--- config.mk ---
export PLATFORM = sky130hd
export DESIGN_NAME = line_follow_steering_fsm
export DESIGN_NICKNAME = d
export VERILOG_FILES = /design/src/design/lfs_pkg.sv /design/src/design/line_follow_steering_fsm.sv /design/src/design/lfs_div.sv /design/src/design/lfs_datapath.sv /design/src/design/lfs_ctrl.sv
export SDC_FILE = /design/constraint.sdc
export NUM_CORES = 1
export LEC_CHECK = 0
export BUFFER_PORTS_ARGS = -buffer_cell sky130_fd_sc_hd__buf_2
export CAP_MARGIN = 20
export CORE_UTILIZATION = 50
export CTS_BUF_LIST = sky130_fd_sc_hd__clkbuf_16
export CTS_CLUSTER_SIZE = 12
export DETAILED_ROUTE_END_ITERATION = 16
export PLACE_DENSITY_LB_ADDON = 0.3
export SKIP_CTS_REPAIR_TIMING = 1
export SYNTH_ARGS = -nofsm -noshare
export SYNTH_HDL_FRONTEND = slang
export SYNTH_SLANG_ARGS = --single-unit
--- constraint.sdc ---
create_clock -name i_clk -period 14.1 [get_ports i_clk]
set_clock_uncertainty 0.05 [all_clocks]
set_input_delay 1.41 -clock i_clk [delete_from_list [all_inputs] [get_ports i_clk]]
set_output_delay 1.41 -clock i_clk [all_outputs]
set_load 0.1 [all_outputs]
--- src/design/lfs_pkg.sv ---
// Package for the line-follow steering block: widths, register indexes,
// configuration reset values and the controller/datapath interface structs.
// No dependencies.
`timescale 1ns / 1ps

package lfs_pkg;

    // Defaults for the top-level parameters.
    localparam int SENSOR_COUNT_DEF = 8;
    localparam int SPECIAL_TURN_DEF = 1;

    // Field widths.
    localparam int SENS_W = 8;
    localparam int CORR_W = 16;
    localparam int BASE_W = 14;
    localparam int TGT_W  = 15;
    localparam int SPD_W  = 14;

    // Configuration port.
    localparam int CFG_IDX_W  = 3;
    localparam int CFG_DATA_W = 16;

    // Shared divider: dividend and divisor widths.
    localparam int DIV_W  = 16;
    localparam int DVSR_W = 12;
    localparam int DCNT_W = $clog2(DIV_W);

    // Register indexes.
    localparam logic [CFG_IDX_W-1:0] REG_CORR_DIV  = 3'd0;
    localparam logic [CFG_IDX_W-1:0] REG_CORR_LIM  = 3'd1;
    localparam logic [CFG_IDX_W-1:0] REG_SLOW_DIV  = 3'd2;
    localparam logic [CFG_IDX_W-1:0] REG_SLOW_MAX  = 3'd3;
    localparam logic [CFG_IDX_W-1:0] REG_MIN_SPD   = 3'd4;
    localparam logic [CFG_IDX_W-1:0] REG_TURN_LEFT = 3'd5;
    localparam logic [CFG_IDX_W-1:0] REG_DELAY     = 3'd6;
    localparam logic [CFG_IDX_W-1:0] REG_SIGN_MODE = 3'd7;

    // Register reset values.
    localparam logic [11:0]        RST_CORR_DIV  = 12'd1;
    localparam logic [12:0]        RST_CORR_LIM  = 13'd400;
    localparam logic [7:0]         RST_SLOW_DIV  = 8'd2;
    localparam logic [12:0]        RST_SLOW_MAX  = 13'd200;
    localparam logic [12:0]        RST_MIN_SPD   = 13'd50;
    localparam logic signed [13:0] RST_TURN_LEFT = 14'sd300;
    localparam logic [15:0]        RST_DELAY     = 16'd10;
    localparam logic [2:0]         RST_SIGN_MODE = 3'd0;

    // Controller to datapath commands.
    typedef struct packed {
        logic accept;        // latch the input transaction and step the steering mode
        logic div_start;     // start the shared divider
        logic div_sel_slow;  // divider operands: clamped correction by slowdown divisor
        logic clamp_load;    // clamp the first quotient into the speed correction
        logic slow_load;     // clamp the second quotient into the curve slowdown
        logic out_load;      // compute wheel targets into the output register
    } t_cmd;

    // Datapath to controller status.
    typedef struct packed {
        logic follow;    // the accepted transaction runs the follow arithmetic
        logic div_done;  // the divider is in its last step
        logic out_free;  // the output register can take a result this cycle
    } t_status;

endpackage

--- src/design/line_follow_steering_fsm.sv ---
// Top level of the line-follow steering block: joins the sequencer and the datapath.
// Depends on lfs_pkg, lfs_ctrl and lfs_datapath.
`timescale 1ns / 1ps

// Usage:
// Each input transaction is one control tick: the line-sensor bits, the raw steering
// correction and the two base wheel speeds. Each tick produces exactly one output
// transaction with both wheel targets, the clamped speed correction, the correction
// actually applied and the right-turn flag. Both channels use valid/ready.
// A tick in follow mode runs these steps from one acceptance to the next: the
// divider start after the mode step, a pass of the single shared radix-2 divider
// (correction by its divisor), the clamp, which also starts the second pass (the
// clamped magnitude by the slowdown divisor), the slowdown store, the output load
// and the idle state in which ready is high again and the next tick is taken.
// A tick in the wait, delay or turn states skips the divider.
// The result sits in an output register; the next tick is accepted while it waits.
// If the receiver stalls, the following result is held inside until the output
// register frees, and the input side stays not ready in the meantime.
// Synchronous active-low reset returns every configuration register to its default,
// the steering mode to follow and clears the held correction, the delay count and
// the curve slowdown. Configuration writes take effect at once and are meant to be
// made only while no tick is in flight.
module line_follow_steering_fsm #(
    parameter int SENSOR_COUNT = lfs_pkg::SENSOR_COUNT_DEF,
    parameter int SPECIAL_TURN = lfs_pkg::SPECIAL_TURN_DEF
) (
    input  logic                                 i_clk,
    input  logic                                 i_rst_n,
    input  logic                                 i_cfg_we,
    input  logic [lfs_pkg::CFG_IDX_W-1:0]        i_cfg_idx,
    input  logic [lfs_pkg::CFG_DATA_W-1:0]       i_cfg_data,
    input  logic                                 i_in_valid,
    output logic                                 o_in_ready,
    input  logic [lfs_pkg::SENS_W-1:0]           i_sensor_bits,
    input  logic signed [lfs_pkg::CORR_W-1:0]    i_raw_correction,
    input  logic signed [lfs_pkg::BASE_W-1:0]    i_base_speed_a,
    input  logic signed [lfs_pkg::BASE_W-1:0]    i_base_speed_b,
    output logic                                 o_out_valid,
    input  logic                                 i_out_ready,
    output logic signed [lfs_pkg::TGT_W-1:0]     o_target_a,
    output logic signed [lfs_pkg::TGT_W-1:0]     o_target_b,
    output logic signed [lfs_pkg::SPD_W-1:0]     o_speed_correction,
    output logic signed [lfs_pkg::CORR_W-1:0]    o_applied_correction,
    output logic                                 o_right_turning
);
    import lfs_pkg::*;

    t_cmd    cmd;
    t_status status;

    // The sequencer owns the handshake on the input side and issues one command
    // per step; the datapath reports back whether the tick needs the divider.
    lfs_ctrl u_ctrl (
        .i_clk      (i_clk),
        .i_rst_n    (i_rst_n),
        .i_in_valid (i_in_valid),
        .o_in_ready (o_in_ready),
        .i_status   (status),
        .o_cmd      (cmd)
    );

    // The datapath holds configuration, steering state and the output register.
    lfs_datapath #(
        .SENSOR_COUNT (SENSOR_COUNT),
        .SPECIAL_TURN (SPECIAL_TURN)
    ) u_dp (
        .i_clk                (i_clk),
        .i_rst_n              (i_rst_n),
        .i_cmd                (cmd),
        .o_status             (status),
        .i_cfg_we             (i_cfg_we),
        .i_cfg_idx            (i_cfg_idx),
        .i_cfg_data           (i_cfg_data),
        .i_sensor_bits        (i_sensor_bits),
        .i_raw_correction     (i_raw_correction),
        .i_base_speed_a       (i_base_speed_a),
        .i_base_speed_b       (i_base_speed_b),
        .i_out_ready          (i_out_ready),
        .o_out_valid          (o_out_valid),
        .o_target_a           (o_target_a),
        .o_target_b           (o_target_b),
        .o_speed_correction   (o_speed_correction),
        .o_applied_correction (o_applied_correction),
        .o_right_turning      (o_right_turning)
    );

    // Only one tick is in flight: an accepted transaction closes the input side.
    a_one_in_flight: assert property (@(posedge i_clk) disable iff (!i_rst_n)
        (i_in_valid && o_in_ready) |=> !o_in_ready)
        else $error("input accepted again while a tick is in flight");

    // During the right turn wheel B stops and no correction is applied.
    a_turn_outputs: assert property (@(posedge i_clk) disable iff (!i_rst_n)
        (o_out_valid && o_right_turning) |->
        (o_target_b == '0) && (o_speed_correction == '0) && (o_applied_correction == '0))
        else $error("right turn result carries a correction or a wheel B speed");

    // Reset leaves the block idle with no pending result.
    a_reset_idle: assert property (@(posedge i_clk)
        !i_rst_n |=> (o_in_ready && !o_out_valid))
        else $error("block not idle after reset");

endmodule

--- src/design/lfs_div.sv ---
// Shared radix-2 restoring divider, one quotient bit per cycle.
// Depends on lfs_pkg for the operand widths.
`timescale 1ns / 1ps

module lfs_div (
    input  logic                        i_clk,
    input  logic                        i_rst_n,
    input  logic                        i_start,
    input  logic [lfs_pkg::DIV_W-1:0]   i_dividend,
    input  logic [lfs_pkg::DVSR_W-1:0]  i_divisor,
    output logic [lfs_pkg::DIV_W-1:0]   o_quotient,
    output logic                        o_done
);
    import lfs_pkg::*;

    logic                busy_q;
    logic                r_busy, n_busy;
    logic [DCNT_W-1:0]   r_cnt;
    logic [DVSR_W-1:0]   r_dvsr;
    logic [DVSR_W-1:0]   r_rem;
    logic [DIV_W-1:0]    r_quo;
    logic [DVSR_W:0]     trial;
    logic                fits;

    assign busy_q = r_busy;
    assign trial  = {r_rem, r_quo[DIV_W-1]};
    assign fits   = trial >= {1'b0, r_dvsr};
    assign o_done = busy_q && (r_cnt == DCNT_W'(DIV_W - 1));
    assign o_quotient = r_quo;

    always_comb begin
        n_busy = r_busy;
        if (i_start) begin
            n_busy = 1'b1;
        end else if (o_done) begin
            n_busy = 1'b0;
        end
    end

    always_ff @(posedge i_clk) begin
        if (!i_rst_n) begin
            r_busy <= 1'b0;
            r_cnt  <= '0;
        end else begin
            r_busy <= n_busy;
            if (i_start) begin
                r_cnt <= '0;
            end else if (r_busy) begin
                r_cnt <= r_cnt + 1'b1;
            end
        end
    end

    always_ff @(posedge i_clk) begin
        if (i_start) begin
            r_dvsr <= i_divisor;
            r_rem  <= '0;
            r_quo  <= i_dividend;
        end else if (r_busy) begin
            r_rem <= fits ? DVSR_W'(trial - {1'b0, r_dvsr}) : trial[DVSR_W-1:0];
            r_quo <= {r_quo[DIV_W-2:0], fits};
        end
    end

endmodule

--- src/design/lfs_datapath.sv ---
// Datapath of the line-follow steering block: configuration registers,
// steering mode, correction arithmetic, wheel targets and output register.
// Depends on lfs_pkg and lfs_div.
`timescale 1ns / 1ps

module lfs_datapath #(
    parameter int SENSOR_COUNT = lfs_pkg::SENSOR_COUNT_DEF,
    parameter int SPECIAL_TURN = lfs_pkg::SPECIAL_TURN_DEF
) (
    input  logic                                 i_clk,
    input  logic                                 i_rst_n,
    input  lfs_pkg::t_cmd                        i_cmd,
    output lfs_pkg::t_status                     o_status,
    input  logic                                 i_cfg_we,
    input  logic [lfs_pkg::CFG_IDX_W-1:0]        i_cfg_idx,
    input  logic [lfs_pkg::CFG_DATA_W-1:0]       i_cfg_data,
    input  logic [lfs_pkg::SENS_W-1:0]           i_sensor_bits,
    input  logic signed [lfs_pkg::CORR_W-1:0]    i_raw_correction,
    input  logic signed [lfs_pkg::BASE_W-1:0]    i_base_speed_a,
    input  logic signed [lfs_pkg::BASE_W-1:0]    i_base_speed_b,
    input  logic                                 i_out_ready,
    output logic                                 o_out_valid,
    output logic signed [lfs_pkg::TGT_W-1:0]     o_target_a,
    output logic signed [lfs_pkg::TGT_W-1:0]     o_target_b,
    output logic signed [lfs_pkg::SPD_W-1:0]     o_speed_correction,
    output logic signed [lfs_pkg::CORR_W-1:0]    o_applied_correction,
    output logic                                 o_right_turning
);
    import lfs_pkg::*;

    typedef enum logic [3:0] {
        M_FOLLOW = 4'b0001,
        M_WAIT   = 4'b0010,
        M_DELAY  = 4'b0100,
        M_TURN   = 4'b1000
    } t_mode;

    localparam logic [SENS_W-1:0] ALL_ON = SENS_W'((9'd1 << SENSOR_COUNT) - 9'd1);

    // Configuration registers.
    logic [11:0]        r_corr_div;
    logic [12:0]        r_corr_lim;
    logic [7:0]         r_slow_div;
    logic [12:0]        r_slow_max;
    logic [12:0]        r_min_spd;
    logic signed [13:0] r_turn_left;
    logic [15:0]        r_delay;
    logic [2:0]         r_sign_mode;

    // Steering state.
    t_mode              r_mode, n_mode;
    logic [15:0]        r_dcount, n_dcount;
    logic signed [CORR_W-1:0] r_last;
    logic [12:0]        r_slowdown;

    // Per-transaction working registers.
    logic               r_follow, n_follow;
    logic               r_neg;
    logic [DIV_W-1:0]   r_abs;
    logic signed [CORR_W-1:0] r_applied;
    logic signed [SPD_W-1:0]  r_mmps;
    logic signed [BASE_W-1:0] r_base_a, r_base_b;

    // Output register.
    logic               r_out_valid;
    logic signed [TGT_W-1:0]  r_tgt_a, r_tgt_b;
    logic signed [SPD_W-1:0]  r_out_spd;
    logic signed [CORR_W-1:0] r_out_applied;
    logic               r_out_turn;

    logic [SENS_W-1:0]  bits;
    logic signed [CORR_W-1:0] corr_sel;
    logic [DIV_W-1:0]   div_a;
    logic [DVSR_W-1:0]  div_b;
    logic [DIV_W-1:0]   quo;
    logic               div_done;
    logic [11:0]        cdiv;
    logic [7:0]         sdiv;
    logic [12:0]        mag;
    logic [12:0]        slow_new;
    logic signed [SPD_W-1:0] delta_a, delta_b;
    logic               turning;

    function automatic logic signed [TGT_W-1:0] f_wheel(
        input logic signed [BASE_W-1:0] base,
        input logic signed [SPD_W-1:0]  delta,
        input logic [12:0]              slow,
        input logic [12:0]              minv
    );
        logic              fwd;
        logic signed [15:0] absb;
        logic signed [15:0] m;
        logic signed [15:0] mn;
        logic signed [15:0] t;
        fwd  = !base[BASE_W-1];
        mn   = $signed({3'b000, minv});
        absb = fwd ? 16'(base) : -16'(base);
        m    = absb - $signed({3'b000, slow});
        if (m < mn) begin
            m = mn;
        end
        t = (fwd ? m : -m) + 16'(delta);
        if (fwd && (t < mn)) begin
            t = mn;
        end else if (!fwd && (t > -mn)) begin
            t = -mn;
        end
        return t[TGT_W-1:0];
    endfunction

    assign bits = i_sensor_bits & ALL_ON;

    // Steering mode step, evaluated on the accepted transaction.
    always_comb begin
        n_mode   = r_mode;
        n_dcount = r_dcount;
        n_follow = 1'b1;
        if (SPECIAL_TURN != 0) begin
            case (r_mode)
                M_FOLLOW: begin
                    if (bits[6:4] == 3'b111) begin
                        n_mode   = M_WAIT;
                        n_follow = 1'b0;
                    end
                end
                M_WAIT: begin
                    n_follow = 1'b0;
                    if ((bits == '0) || (bits == ALL_ON)) begin
                        n_mode   = M_DELAY;
                        n_dcount = r_delay;
                    end
                end
                M_DELAY: begin
                    n_follow = 1'b0;
                    if (r_dcount != '0) begin
                        n_dcount = r_dcount - 1'b1;
                    end
                    if ((r_dcount == 16'd0) || (r_dcount == 16'd1)) begin
                        n_mode = M_TURN;
                    end
                end
                M_TURN: begin
                    n_follow = 1'b0;
                    if (bits[4:2] != 3'b000) begin
                        n_mode = M_FOLLOW;
                    end
                end
                default: begin
                    n_mode = M_FOLLOW;
                end
            endcase
        end else begin
            n_mode = M_FOLLOW;
        end
    end

    // A lost line reuses the last correction accepted in a follow tick with the line in view.
    assign corr_sel = (bits == '0) ? r_last : i_raw_correction;

    assign cdiv = (r_corr_div == '0) ? 12'd1 : r_corr_div;
    assign sdiv = (r_slow_div == '0) ? 8'd1 : r_slow_div;

    assign mag      = (quo > {3'b000, r_corr_lim}) ? r_corr_lim : quo[12:0];
    assign slow_new = (quo > {3'b000, r_slow_max}) ? r_slow_max : quo[12:0];

    assign div_a = i_cmd.div_sel_slow ? {3'b000, mag} : r_abs;
    assign div_b = i_cmd.div_sel_slow ? {4'b0000, sdiv} : cdiv;

    lfs_div u_div (
        .i_clk      (i_clk),
        .i_rst_n    (i_rst_n),
        .i_start    (i_cmd.div_start),
        .i_dividend (div_a),
        .i_divisor  (div_b),
        .o_quotient (quo),
        .o_done     (div_done)
    );

    assign delta_a = r_sign_mode[1] ? -r_mmps : r_mmps;
    assign delta_b = r_sign_mode[2] ? r_mmps : -r_mmps;
    assign turning = (r_mode == M_TURN);

    always_ff @(posedge i_clk) begin
        if (!i_rst_n) begin
            r_corr_div  <= RST_CORR_DIV;
            r_corr_lim  <= RST_CORR_LIM;
            r_slow_div  <= RST_SLOW_DIV;
            r_slow_max  <= RST_SLOW_MAX;
            r_min_spd   <= RST_MIN_SPD;
            r_turn_left <= RST_TURN_LEFT;
            r_delay     <= RST_DELAY;
            r_sign_mode <= RST_SIGN_MODE;
        end else if (i_cfg_we) begin
            case (i_cfg_idx)
                REG_CORR_DIV:  r_corr_div  <= i_cfg_data[11:0];
                REG_CORR_LIM:  r_corr_lim  <= i_cfg_data[12:0];
                REG_SLOW_DIV:  r_slow_div  <= i_cfg_data[7:0];
                REG_SLOW_MAX:  r_slow_max  <= i_cfg_data[12:0];
                REG_MIN_SPD:   r_min_spd   <= i_cfg_data[12:0];
                REG_TURN_LEFT: r_turn_left <= $signed(i_cfg_data[13:0]);
                REG_DELAY:     r_delay     <= i_cfg_data;
                REG_SIGN_MODE: r_sign_mode <= i_cfg_data[2:0];
                default: begin
                end
            endcase
        end
    end

    always_ff @(posedge i_clk) begin
        if (!i_rst_n) begin
            r_mode      <= M_FOLLOW;
            r_dcount    <= '0;
            r_last      <= '0;
            r_slowdown  <= '0;
            r_out_valid <= 1'b0;
        end else begin
            if (i_cmd.accept) begin
                r_mode   <= n_mode;
                r_dcount <= n_dcount;
                if (n_follow && (bits != '0)) begin
                    r_last <= i_raw_correction;
                end
            end
            if (i_cmd.slow_load) begin
                r_slowdown <= slow_new;
            end
            if (i_cmd.out_load) begin
                r_out_valid <= 1'b1;
            end else if (i_out_ready) begin
                r_out_valid <= 1'b0;
            end
        end
    end

    always_ff @(posedge i_clk) begin
        if (i_cmd.accept) begin
            r_follow  <= n_follow;
            r_base_a  <= i_base_speed_a;
            r_base_b  <= i_base_speed_b;
            r_mmps    <= '0;
            r_applied <= n_follow ? corr_sel : '0;
            r_neg     <= corr_sel[CORR_W-1] ^ r_sign_mode[0];
            r_abs     <= corr_sel[CORR_W-1] ? DIV_W'(-corr_sel) : DIV_W'(corr_sel);
        end
        if (i_cmd.clamp_load) begin
            r_mmps <= r_neg ? -$signed({1'b0, mag}) : $signed({1'b0, mag});
        end
        if (i_cmd.out_load) begin
            r_tgt_a       <= turning ? TGT_W'(r_turn_left)
                                     : f_wheel(r_base_a, delta_a, r_slowdown, r_min_spd);
            r_tgt_b       <= turning ? '0
                                     : f_wheel(r_base_b, delta_b, r_slowdown, r_min_spd);
            r_out_spd     <= r_mmps;
            r_out_applied <= r_applied;
            r_out_turn    <= turning;
        end
    end

    assign o_status.follow   = r_follow;
    assign o_status.div_done = div_done;
    assign o_status.out_free = !r_out_valid || i_out_ready;

    assign o_out_valid          = r_out_valid;
    assign o_target_a           = r_tgt_a;
    assign o_target_b           = r_tgt_b;
    assign o_speed_correction   = r_out_spd;
    assign o_applied_correction = r_out_applied;
    assign o_right_turning      = r_out_turn;

endmodule

--- src/design/lfs_ctrl.sv ---
// Sequencer of the line-follow steering block: walks one transaction through
// mode update, two divider passes and clamping in follow ticks, and output load.
// Depends on lfs_pkg for the command and status structs.
`timescale 1ns / 1ps

module lfs_ctrl (
    input  logic              i_clk,
    input  logic              i_rst_n,
    input  logic              i_in_valid,
    output logic              o_in_ready,
    input  lfs_pkg::t_status  i_status,
    output lfs_pkg::t_cmd     o_cmd
);
    import lfs_pkg::*;

    typedef enum logic [6:0] {
        S_IDLE  = 7'b0000001,
        S_START = 7'b0000010,
        S_DIV1  = 7'b0000100,
        S_CLAMP = 7'b0001000,
        S_DIV2  = 7'b0010000,
        S_SLOW  = 7'b0100000,
        S_WHEEL = 7'b1000000
    } t_state;

    t_state r_state, n_state;

    assign o_in_ready = (r_state == S_IDLE);

    always_comb begin
        n_state = r_state;
        o_cmd   = '0;
        case (r_state)
            S_IDLE: begin
                if (i_in_valid) begin
                    o_cmd.accept = 1'b1;
                    n_state      = S_START;
                end
            end
            S_START: begin
                if (i_status.follow) begin
                    o_cmd.div_start = 1'b1;
                    n_state         = S_DIV1;
                end else begin
                    n_state = S_WHEEL;
                end
            end
            S_DIV1: begin
                if (i_status.div_done) begin
                    n_state = S_CLAMP;
                end
            end
            S_CLAMP: begin
                o_cmd.clamp_load   = 1'b1;
                o_cmd.div_start    = 1'b1;
                o_cmd.div_sel_slow = 1'b1;
                n_state            = S_DIV2;
            end
            S_DIV2: begin
                if (i_status.div_done) begin
                    n_state = S_SLOW;
                end
            end
            S_SLOW: begin
                o_cmd.slow_load    = 1'b1;
                o_cmd.div_sel_slow = 1'b1;
                n_state            = S_WHEEL;
            end
            S_WHEEL: begin
                if (i_status.out_free) begin
                    o_cmd.out_load = 1'b1;
                    n_state        = S_IDLE;
                end
            end
            default: begin
                n_state = S_IDLE;
            end
        endcase
    end

    always_ff @(posedge i_clk) begin
        if (!i_rst_n) begin
            r_state <= S_IDLE;
        end else begin
            r_state <= n_state;
        end
    end

endmodule
Yosys cells after proc, flatten, opt, wreduce, memory -nomap -nowiden

Cells that the tools add are included.

Register bits after elaboration: 331
Input port bits: 76
Output and inout bits: 63
Logic and storage cells: 191

$add $sub $neg: 15
$lt $le $gt $ge: 9
Equal/unequal tests: 31
Muxes and demuxes: 58
Bitwise operators: 2
Reductions and logical operators: 42

Operator list:

| operator              | number |
|---|---|
| $mux 16               | 14 |
| $mux 15               | 5 |
| $mux 14               | 5 |
| $lt 16x14->1          | 4 |
| $pmux 7 s7            | 1 |
| $neg 16->16           | 3 |
| $mux 13               | 3 |
| $mux 7                | 5 |
| $add 16x14->16        | 2 |
| $gt 16x13->1          | 2 |
| $gt 16x16->1          | 2 |
| $neg 14->16           | 2 |
| $pmux 16 s2           | 1 |
| $sub 16x14->16        | 2 |
| $mux 8                | 3 |
| $reduce_and 2->1      | 9 |
| $eq 16x1->1 const B   | 1 |
| $logic_not 16->1      | 1 |
| $logic_not 8->1       | 2 |
| $mux 4                | 4 |
| $neg 13->16           | 1 |
| $pmux 4 s4            | 1 |
| $reduce_bool 16->1    | 1 |
| $sub 16x1->16 const B | 1 |
| 39 further kinds      | 82 |

Logic depth before layout (Yosys ltp)

Gate-level depths: netlist of run 1.

Depth in word-level cells: 14
Depth in mapped cells: 48
Gate-level depth less buffers: 45

Modules after synthesis

A second synthesis of run 1 with hierarchy kept.

Cells, all modules: 2658
Area, all modules: 23417.5 µm²

By module, submodules not included:

| module       | times used | cells each | area each (µm²) | sequential area each (µm²) |
|---|---|---|---|---|
| lfs_datapath | 1          | 2386       | 20503.4         | 6956.7 |
| lfs_div      | 1          | 210        | 2372.3          | 1181.1 |
| lfs_ctrl     | 1          | 62         | 541.8           | 140.1 |

Least setup slack after synthesis of run 1

OpenSTA, ideal clock, no wires.

Kind: register to register
Start: register u_dp.r_base_b[3]
End: register u_dp.r_tgt_b[11] (netlist: u_dp.o_target_b[11]) (data pin)
Setup time: 0.266 ns
Data arrival time: 9.807 ns
Required time: 13.784 ns
Setup slack: 3.977 ns
Cell stages (with the launch flop): 43
Path buffers: 4
Cell sequence: edfxtp_1 -> or4_4 -> or3_4 -> or3_2 -> o21ai_0 -> xnor2_1 -> ha_1 -> and3_2 -> a221o_2 -> or3_1 -> and2_1 -> ha_1 -> a221o_1 -> a31oi_1 -> ha_1 -> clkbuf_8 -> inv_1 -> buf_1 -> (+7 left out) -> ha_1 -> a21oi_1 -> inv_1 -> o22ai_1 -> o21ai_0 -> xor2_1 -> xor2_1 -> ha_1 -> nand4_1 -> nor3_1 -> o21ai_0 -> nand4_1 -> o21ai_0 -> buf_4 -> clkbuf_1 -> o21ai_0 -> a22oi_1 -> nor2_1

Word-level cells in the longest chain between the ends: 13
Elaborated cells on any way between the ends: 15

Ends and longest elaborated chain:

| item                     | line                | source |
|---|---|---|
| start: declaration       | lfs_datapath.sv:62  | `logic signed [BASE_W-1:0] r_base_a, r_base_b;` |
| start signal: assignment | lfs_datapath.sv:239 | `r_base_b <= i_base_speed_b;` |
| $neg 14->16              | lfs_datapath.sv:97  | `absb = fwd ? 16'(base) : -16'(base);` |
| $mux 16 (*)              | lfs_datapath.sv:97  |  |
| $sub 16x14->16 (*)       | lfs_datapath.sv:98  | `m = absb - $signed({3'b000, slow});` |
| $lt 16x14->1             | lfs_datapath.sv:99  | `if (m < mn) begin` |
| $mux 16 (*)              | lfs_datapath.sv:99  |  |
| $mux 16 (*)              | lfs_datapath.sv:248 | `if (i_cmd.out_load) begin` |
| $neg 16->16              | lfs_datapath.sv:102 | `t = (fwd ? m : -m) + 16'(delta);` |
| $mux 16 (*)              | lfs_datapath.sv:102 |  |
| $add 16x14->16 (*)       | lfs_datapath.sv:102 |  |
| $gt 16x16->1             | lfs_datapath.sv:105 | `end else if (!fwd && (t > -mn)) begin` |
| $logic_and 1x1->1        | lfs_datapath.sv:105 |  |
| $mux 15                  | lfs_datapath.sv:105 |  |
| $mux 13 (*)              | lfs_datapath.sv:103 | `if (fwd && (t < mn)) begin` |
| end signal: assignment   | lfs_datapath.sv:251 | `r_tgt_b <= turning ? '0` |
| end: declaration         | lfs_datapath.sv:66  | `logic signed [TGT_W-1:0] r_tgt_a, r_tgt_b;` |

Mark *: on every way between the ends. The rest lies on a longest branch, timed or not. The select of a mux whose other input is x is not followed.
A chain may end at the register's enable or synchronous reset.

Final worst setup path of run 1

Start: register u_dp.r_base_b[3]
End: register u_dp.r_tgt_b[10] (netlist: u_dp.o_target_b[10]) (data pin)

Same word-level chain as after synthesis.

==> implementation parameters, run 1 <==
Parameter                              Value

Outcome
  Run status    finished, final reports clean

Pwr
  Total power draw    around 4200 uW
  Power density normalized to cell area    170 nW/um^2
  Leakage power of the design    roughly 0.0096 uW
  Proportion of power drawn by combinational gates    about half
  Net switching fraction of the power    a little over 40%
  Net load switching power    about 1700 uW
  Share of power burned in the clock network    around 23%
  Cell internal power dissipation    2490 uW
  Relative contribution of sequential cells to total power    approximately 28%
  Maximum vdd ir drop    0.122 mV

Synthesis
  Synth area leaders    sky130_fd_sc_hd__edfxtp_1, sky130_fd_sc_hd__dfxtp_1, sky130_fd_sc_hd__ha_1
  Yosys top cell by area    sky130_fd_sc_hd__edfxtp_1
  Most common library cells after synthesis    sky130_fd_sc_hd__nand2_1, sky130_fd_sc_hd__a21oi_1, sky130_fd_sc_hd__nor2_1
  Top_reg_cell synth    sky130_fd_sc_hd__dfxtp_1
  Distinct cells, synth    between 80 and 90
  Count of state elements after synthesis    between 300 and 400
  Synth Instances    about 2600
  Most instantiated library cell after synthesis    sky130_fd_sc_hd__nand2_1
  Share of synthesized flip-flops with an asynchronous set or reset    0%
  Synthesized net count    2903
  Cell area after synthesis    22500 sq um
  Share of the synthesized area in the top cell type    around 22%
  Sequential element share of the synthesized area    36.8%
  Yosys synthesis warning count    0
  Number of synthesized flops with an enable pin    ~170
  Mean Syn Cell Area    between 8 and 9 sq um

Routing
  First-pass iteration count of the detailed router    6
  Detailed-route vias per instance    6.00
  Final antenna-violating net count    0
  Routed length per placed instance    20.6 microns
  Residual DRC    0
  Vias    around 20000
  Total wire length after detailed routing    68.7 mm
  Count of routing violations after the opening detailed-route iteration    1641

Job
  Max-cap viol count    0

Setup path
  Cell with the largest stage delay on the worst path    sky130_fd_sc_hd__ha_1
  Maximum fanout along the worst path    36
  Setup crit start kind    register
  Max incr delay on CP    ~0.59 ns
  Most Frequent Cell on Critical Path    sky130_fd_sc_hd__ha_1
  Data required time at the worst endpoint    approximately 14 ns
  CP Capture Type    register
  Data arrival time of the critical path    between 10 and 15 ns
  Worst Setup Path Type    reg2reg

STA
  Number of hold-slack violations in the final timing report    0
  Maximum clock frequency    approximately 89 MHz
  Worst Max-Slew Pin Slew    about 1.0 ns
  Period utilization    about four fifths
  RSZ-0062 raised after global routing    no
  Sum Neg Setup Slack    0 ns
  Final critical path time including I/O delays and setup    11.19 ns
  Number of failing setup endpoints in the final timing report    0
  Normalized max-slew margin    32.4%
  Number of max-slew violations in the final report    0

Place
  Post-detail-place hpwl    between 50 and 60 mm
  Routability congestion estimate from global placement    roughly 0.9
  # port buffers    138
  Cell area after placement    around 24000 sq um
  Post-placement cell count    3271

Finish
  Share of layout cells above drive strength 1    10.2%
  Final net count    around 3000
  Final Instance Area    24900 sq um
  Number of standard cells in the final layout excluding fillers    roughly 3300
  Layout area overhead    10.7%
  Final Core Density    56.1%

CTS
  Source-to-sink clock delay at the later pin of the worst-skew pair    roughly 0.57 ns
  Root buffer cell    sky130_fd_sc_hd__clkbuf_16
  Clock tree buffer depth    3
  Number of buffers added by the clock tree synthesis step    38
  Clock tree from TritonCTS    built
  Maximum level of the CTS H-tree    2
  CTS sink count    between 300 and 400
  CTS clk-pin slew, worst paths    about 0.06 ns

Die
  Placeable Area    about 44000 sq um
  Initial core utilization    approximately 51%
  IO Pins    between 100 and 150
  Area of the die    between 40000 and 50000 sq um
  Row cnt    77
  DIE WIDTH    approximately 210 microns
  Chip height    214 microns

GRT
  Initial antenna violation count    3
  Via count of the first global-routing pass    19229
  Largest net degree at the start of global routing    64
  Wire length of the first global-routing pass    105 mm
  Total routing usage reported by global routing    between 20% and 30%
  Global route total overflow    0

Worst hold path
  Path category of the worst min-delay check    reg2reg
[area by class of cell]
class / count / area (sq um)
multi-input combinational: 2048 / 13200
sequential: 331 / 8280
timing repair buffer: 167 / 936
antenna: 2 / 5.00
tap: 592 / 741
fill: 4056 / 19400
clock buffer: 38 / 951
inverter: 135 / 507
clock inverter: 31 / 230
[placed cells by master, fill, tap and decap left out, types with 42 or more instances in the layout]
master                     instances
sky130_fd_sc_hd__dfxtp_1         166
sky130_fd_sc_hd__o21ai_0         144
sky130_fd_sc_hd__a21oi_1         255
sky130_fd_sc_hd__nand2_1         370
sky130_fd_sc_hd__nand3_1          54
sky130_fd_sc_hd__inv_1           143
sky130_fd_sc_hd__buf_2           138
sky130_fd_sc_hd__mux2i_1          72
sky130_fd_sc_hd__xnor2_1         125
sky130_fd_sc_hd__ha_1            187
sky130_fd_sc_hd__nor2_1          225
sky130_fd_sc_hd__edfxtp_1        165
sky130_fd_sc_hd__nand2b_1         42
sky130_fd_sc_hd__nor3_1           68
[path summary, 6_finish.rpt]
path	from	to	slack (ns)	depth (start not counted)
hold reg to reg	u_dp.r_applied[8]$_SDFFCE_PP0P_	u_dp.o_applied_correction[8]$_DFFE_PP_	0.37	0
setup reg to reg	u_dp.r_base_b[3]$_DFFE_PP_	u_dp.o_target_b[10]$_SDFFCE_PP0P_	2.91	41
setup / recovery	u_dp.r_base_b[3]$_DFFE_PP_	u_dp.o_target_b[10]$_SDFFCE_PP0P_	2.91	41
hold / removal	u_dp.r_applied[8]$_SDFFCE_PP0P_	u_dp.o_applied_correction[8]$_DFFE_PP_	0.37	0
[layer usage]
metal	global-route usage, %	vias up	wire, microns
met5	0	-	0
met4	17.1	0	3730
li1	-	9608	-
met3	3.97	198	3970
met1	35.3	9567	27900
met2	49.6	680	33100
[critical path: cells and delay by family, from the launching register on]
| kind | cells | cell delay, ns |
|---|---|---|
| XOR/XNOR | 4 | 0.79 |
| multiplexers | 1 | 0.36 |
| AO/OA/AOI/OAI | 13 | 3.23 |
| buffers and inverters | 3 | 0.92 |
| flip-flops | 1 | 0.43 |
| adder cells (fa/ha/maj) | 6 | 1.89 |
| AND/OR/NAND/NOR | 14 | 3.26 |
[flip-flops by register name, summed over array words and instances (netlist names), 15 cells and up]
name	flops
u_dp.r_applied	16
u_dp.r_delay	16
u_dp.r_abs	16
u_dp.r_last	16
u_dp.o_target_a	15
u_dp.u_div.o_quotient	16
u_dp.r_dcount	16
u_dp.o_target_b	15
u_dp.o_applied_correction	16
[power groups by stage]
stage	clock network (uW)	registers (uW)	logic (uW)
finish	951	1170	2100
CTS	968	1170	2070
global route	1010	1170	2340
floorplan	0	1160	1590
global placement	0	1180	2010
detailed placement	0	1190	2060
[metrics by stage]
stage	worst slack, ns	hold WS [ns]
floorplan	3.98	0.350
global placement	3.43	0.355
detailed placement	3.06	0.355
CTS	3.04	0.369
global route	2.17	0.380
finish	2.91	0.368
[cells by family (layout without fill, tap and decap cells)]
| family | after synthesis | in the layout | share of synthesized area (%) |
|---|---|---|---|
| AO/OA/AOI/OAI | 676 | 676 | 18.5 |
| flip-flops | 331 | 331 | 36.8 |
| buffers and inverters | 256 | 371 | 4.48 |
| other | 0 | 2 | 0 |
| multiplexers | 83 | 83 | 3.76 |
| AND/OR/NAND/NOR | 936 | 936 | 19.2 |
| adder cells (fa/ha/maj) | 192 | 192 | 10.9 |
| XOR/XNOR | 161 | 161 | 6.28 |
Note: power is estimated with default switching activity, not from simulation.
==> run 2, diff against run 1 <==
Clock period 14.1 ns to 9.6 ns, I/O delays scaled along.
==> implementation parameters, run 2 (synthesis results as in run 1) <==
Parameter                              Value

GRT
  Largest net degree at the start of global routing    61 (was 64)
  Met1 capacity usage during global routing    34.5% (was 35.3%)
  Initial antenna violation count    2 (was 3)
  Total routing usage reported by global routing    29.2% (about the same)
  Wire length of the first global-routing pass    106 mm (was 105 mm)
  Global route total overflow    0 (unchanged)
  Global Route met2 Usage    50.8% (was 49.6%)
  Most utilized layer in the global route result    met2 (unchanged)
  Met3 Track Usage GR    4.09% (was 3.97%)
  Via count of the first global-routing pass    20024 (was 19229)

STA
  Number of max-slew violations in the final report    0 (unchanged)
  Number of hold-slack violations in the final timing report    0 (unchanged)
  Slack of the critical path    -0.111 ns (was 2.91 ns)
  Final critical path time including I/O delays and setup    9.71 ns (was 11.19 ns)
  Normalized max-slew margin    35.5% (was 32.4%)
  RSZ-0062 raised after global routing    yes (was no)
  Period utilization    101% (was 79.4%)
  Maximum clock frequency    103 MHz (was 89.4 MHz)
  Sum Neg Setup Slack    -0.497 ns (was 0 ns)
  Worst Max-Slew Pin Slew    0.966 ns (was 1.01 ns)
  Number of failing setup endpoints in the final timing report    10 (was 0)

Pwr
  Share of power burned in the clock network    20.6% (was 22.5%)
  Net switching fraction of the power    40.2% (was 40.9%)
  Leakage power of the design    0.0103 uW (was 0.00965 uW)
  Maximum vdd ir drop    0.181 mV (was 0.122 mV)
  Net load switching power    2790 uW (was 1730 uW)
  Cell internal power dissipation    4140 uW (was 2490 uW)
  Total power draw    6920 uW (was 4220 uW)
  Proportion of power drawn by combinational gates    54.7% (was 49.8%)
  Relative contribution of sequential cells to total power    24.7% (was 27.7%)
  Power density normalized to cell area    263 nW/um^2 (was 170 nW/um^2)

Setup path
  Maximum fanout along the worst path    5 (was 36)
  Cell with the largest stage delay on the worst path    sky130_fd_sc_hd__or4b_4 (was sky130_fd_sc_hd__ha_1)
  Number of cells on the critical path    40 (was 41)
  Endpoint of the worst register-to-register path    u_dp.o_target_b[10]$_SDFFCE_PP0P_ (unchanged)
  Buffers and inverters on the worst path    4 (was 3)
  Max incr delay on CP    0.56 ns (was 0.59 ns)
  Capture point of the worst path    u_dp.o_target_b[10]$_SDFFCE_PP0P_ (unchanged)
  FF-to-FF path depth    40 (was 41)
  Top Family by Delay on Critical Path    simple AND/OR/NAND/NOR gates (unchanged)
  Setup crit start kind    register (unchanged)
  Launch point of the worst path    u_dp.r_base_b[5]$_DFFE_PP_ (was u_dp.r_base_b[3]$_DFFE_PP_)
  Data required time at the worst endpoint    9.87 ns (was 14.37 ns)
  Worst reg-to-reg setup slack    -0.11 ns (was 2.91 ns)
  Worst Setup Path Type    reg2reg (unchanged)
  Origin of the critical flop-to-flop path    u_dp.r_base_b[5]$_DFFE_PP_ (was u_dp.r_base_b[3]$_DFFE_PP_)
  CP Capture Type    register (unchanged)
  Data arrival time of the critical path    9.98 ns (was 11.46 ns)

Place
  Cell area after placement    24200 sq um (was 23600 sq um)
  Post-detail-place hpwl    50.6 mm (was 50.4 mm)
  Post-placement cell count    3338 (was 3271)
  # port buffers    138 (unchanged)
  Routability congestion estimate from global placement    0.991 (was 0.926)

Routing
  Detailed-route vias per instance    5.96 (was 6.00)
  Final antenna-violating net count    0 (unchanged)
  First-pass iteration count of the detailed router    5 (was 6)
  Count of routing violations after the opening detailed-route iteration    1510 (was 1641)
  Vias    20576 (was 20053)
  Routed length per placed instance    20.3 microns (was 20.6 microns)
  Total wire length after detailed routing    69.9 mm (was 68.7 mm)
  Residual DRC    0 (unchanged)

Finish
  Final Core Density    59.4% (was 56.1%)
  Commonest non-fill, non-tap cell in the layout    sky130_fd_sc_hd__nand2_1 (unchanged)
  Number of standard cells in the final layout excluding fillers    3450 (was 3344)
  Share of layout cells above drive strength 1    16.6% (was 10.2%)
  Layout area overhead    17.2% (was 10.7%)
  Final Instance Area    26300 sq um (was 24900 sq um)
  Final net count    3094 (was 2989)
  Fill cells    3900 (was 4056)
  Top library cells by usage in the layout, fill and taps aside    sky130_fd_sc_hd__nand2_1, sky130_fd_sc_hd__a21oi_1, sky130_fd_sc_hd__nor2_1, sky130_fd_sc_hd__ha_1, sky130_fd_sc_hd__dfxtp_1 (unchanged)

Worst hold path
  Path category of the worst min-delay check    reg2reg (unchanged)

Die
  Area of the die    45800 sq um (unchanged)
  Row cnt    77 (unchanged)
  Placeable Area    44300 sq um (unchanged)
  Chip height    214 microns (unchanged)
  IO Pins    139 (unchanged)
  DIE WIDTH    214 microns (unchanged)
  Initial core utilization    50.7% (unchanged)

Outcome
  Failing checks    setup timing
  Run status    complete, but fails checks (was finished, final reports clean)

CTS
  CTS sink count    331 (unchanged)
  Clock tree from TritonCTS    built (unchanged)
  Number of buffers added by the clock tree synthesis step    38 (unchanged)
  Source-to-sink clock delay at the later pin of the worst-skew pair    0.59 ns (was 0.57 ns)
  Root buffer cell    sky130_fd_sc_hd__clkbuf_16 (unchanged)
  Maximum level of the CTS H-tree    2 (unchanged)
  Clock tree buffer depth    3 (unchanged)
  CTS clk-pin slew, worst paths    0.07 ns (was 0.06 ns)

Job
  Max-cap viol count    0 (unchanged)
==> run 2: changes by cell type in the layout (fill, tap and decap cells not counted), moves of 7 or more <==
| cell | delta |
|---|---|
| sky130_fd_sc_hd__buf_4 | +89 |
| sky130_fd_sc_hd__o21ai_0 | -17 |
| sky130_fd_sc_hd__a21oi_1 | -13 |
| sky130_fd_sc_hd__o21ai_1 | +11 |
| sky130_fd_sc_hd__a21oi_2 | +10 |
| sky130_fd_sc_hd__buf_6 | +9 |
| sky130_fd_sc_hd__a211oi_1 | -7 |
| sky130_fd_sc_hd__a211oi_2 | +7 |
| sky130_fd_sc_hd__ha_1 | -7 |
| sky130_fd_sc_hd__nand2_1 | -7 |
| sky130_fd_sc_hd__o31ai_1 | -7 |
==> run 2: through the flow <==
stage | setup WS (ns) | hold slack, ns
after floorplan | 0.0182 | 0.350
after global placement | 0.0476 | 0.352
after detailed placement | -0.263 | 0.355
after CTS | -0.297 | 0.367
after global routing | -0.529 | 0.375
final | -0.111 | 0.366
==> run 2: per-layer routing <==
metal | vias up | part of all wire [%]
met5 | - | 0
met2 | 690 | 50
met4 | 0 | 5.1
met1 | 9842 | 40
li1 | 9829 | -
met3 | 215 | 5.5
==> run 2: area by class of cell <==
| cell class | instances | area [sq um] | share of cell area (%) |
|---|---|---|---|
| multi-input combinational | 2048 | 13700 | 52.2 |
| sequential | 331 | 8280 | 31.4 |
| timing repair buffer | 272 | 1830 | 6.94 |
| clock buffer | 40 | 1000 | 3.80 |
| tap | 592 | 741 | 2.81 |
| inverter | 135 | 509 | 1.93 |
| clock inverter | 29 | 219 | 0.832 |
| antenna | 3 | 7.51 | 0.0285 |
==> run 2: how the worst min path moves through the flow <==
stage	start	cells after the start	endpoint	slack, ns
2_1_floorplan	u_dp.r_applied[0]$_SDFFCE_PP0P_	0	u_dp.o_applied_correction[0]$_DFFE_PP_	0.35
3_3_place_gp	u_dp.r_applied[12]$_SDFFCE_PP0P_	0	u_dp.o_applied_correction[12]$_DFFE_PP_	0.35
3_5_place_dp	u_dp.r_applied[4]$_SDFFCE_PP0P_	0	u_dp.o_applied_correction[4]$_DFFE_PP_	0.36
4_1_cts	u_dp.r_applied[2]$_SDFFCE_PP0P_	0	u_dp.o_applied_correction[2]$_DFFE_PP_	0.37
5_1_grt	u_dp.r_applied[8]$_SDFFCE_PP0P_	0	u_dp.o_applied_correction[8]$_DFFE_PP_	0.38
6_report	u_dp.r_applied[1]$_SDFFCE_PP0P_	0	u_dp.o_applied_correction[1]$_DFFE_PP_	0.37
==> run 2: power by group through the flow <==
stage | logic, uW | registers, uW | clock network (uW)
2_1_floorplan | 2350 | 1710 | 0
3_3_place_gp | 3190 | 1730 | 0
3_5_place_dp | 3270 | 1740 | 0
4_1_cts | 3300 | 1710 | 1450
5_1_grt | 4150 | 1720 | 1510
6_report | 3790 | 1710 | 1430
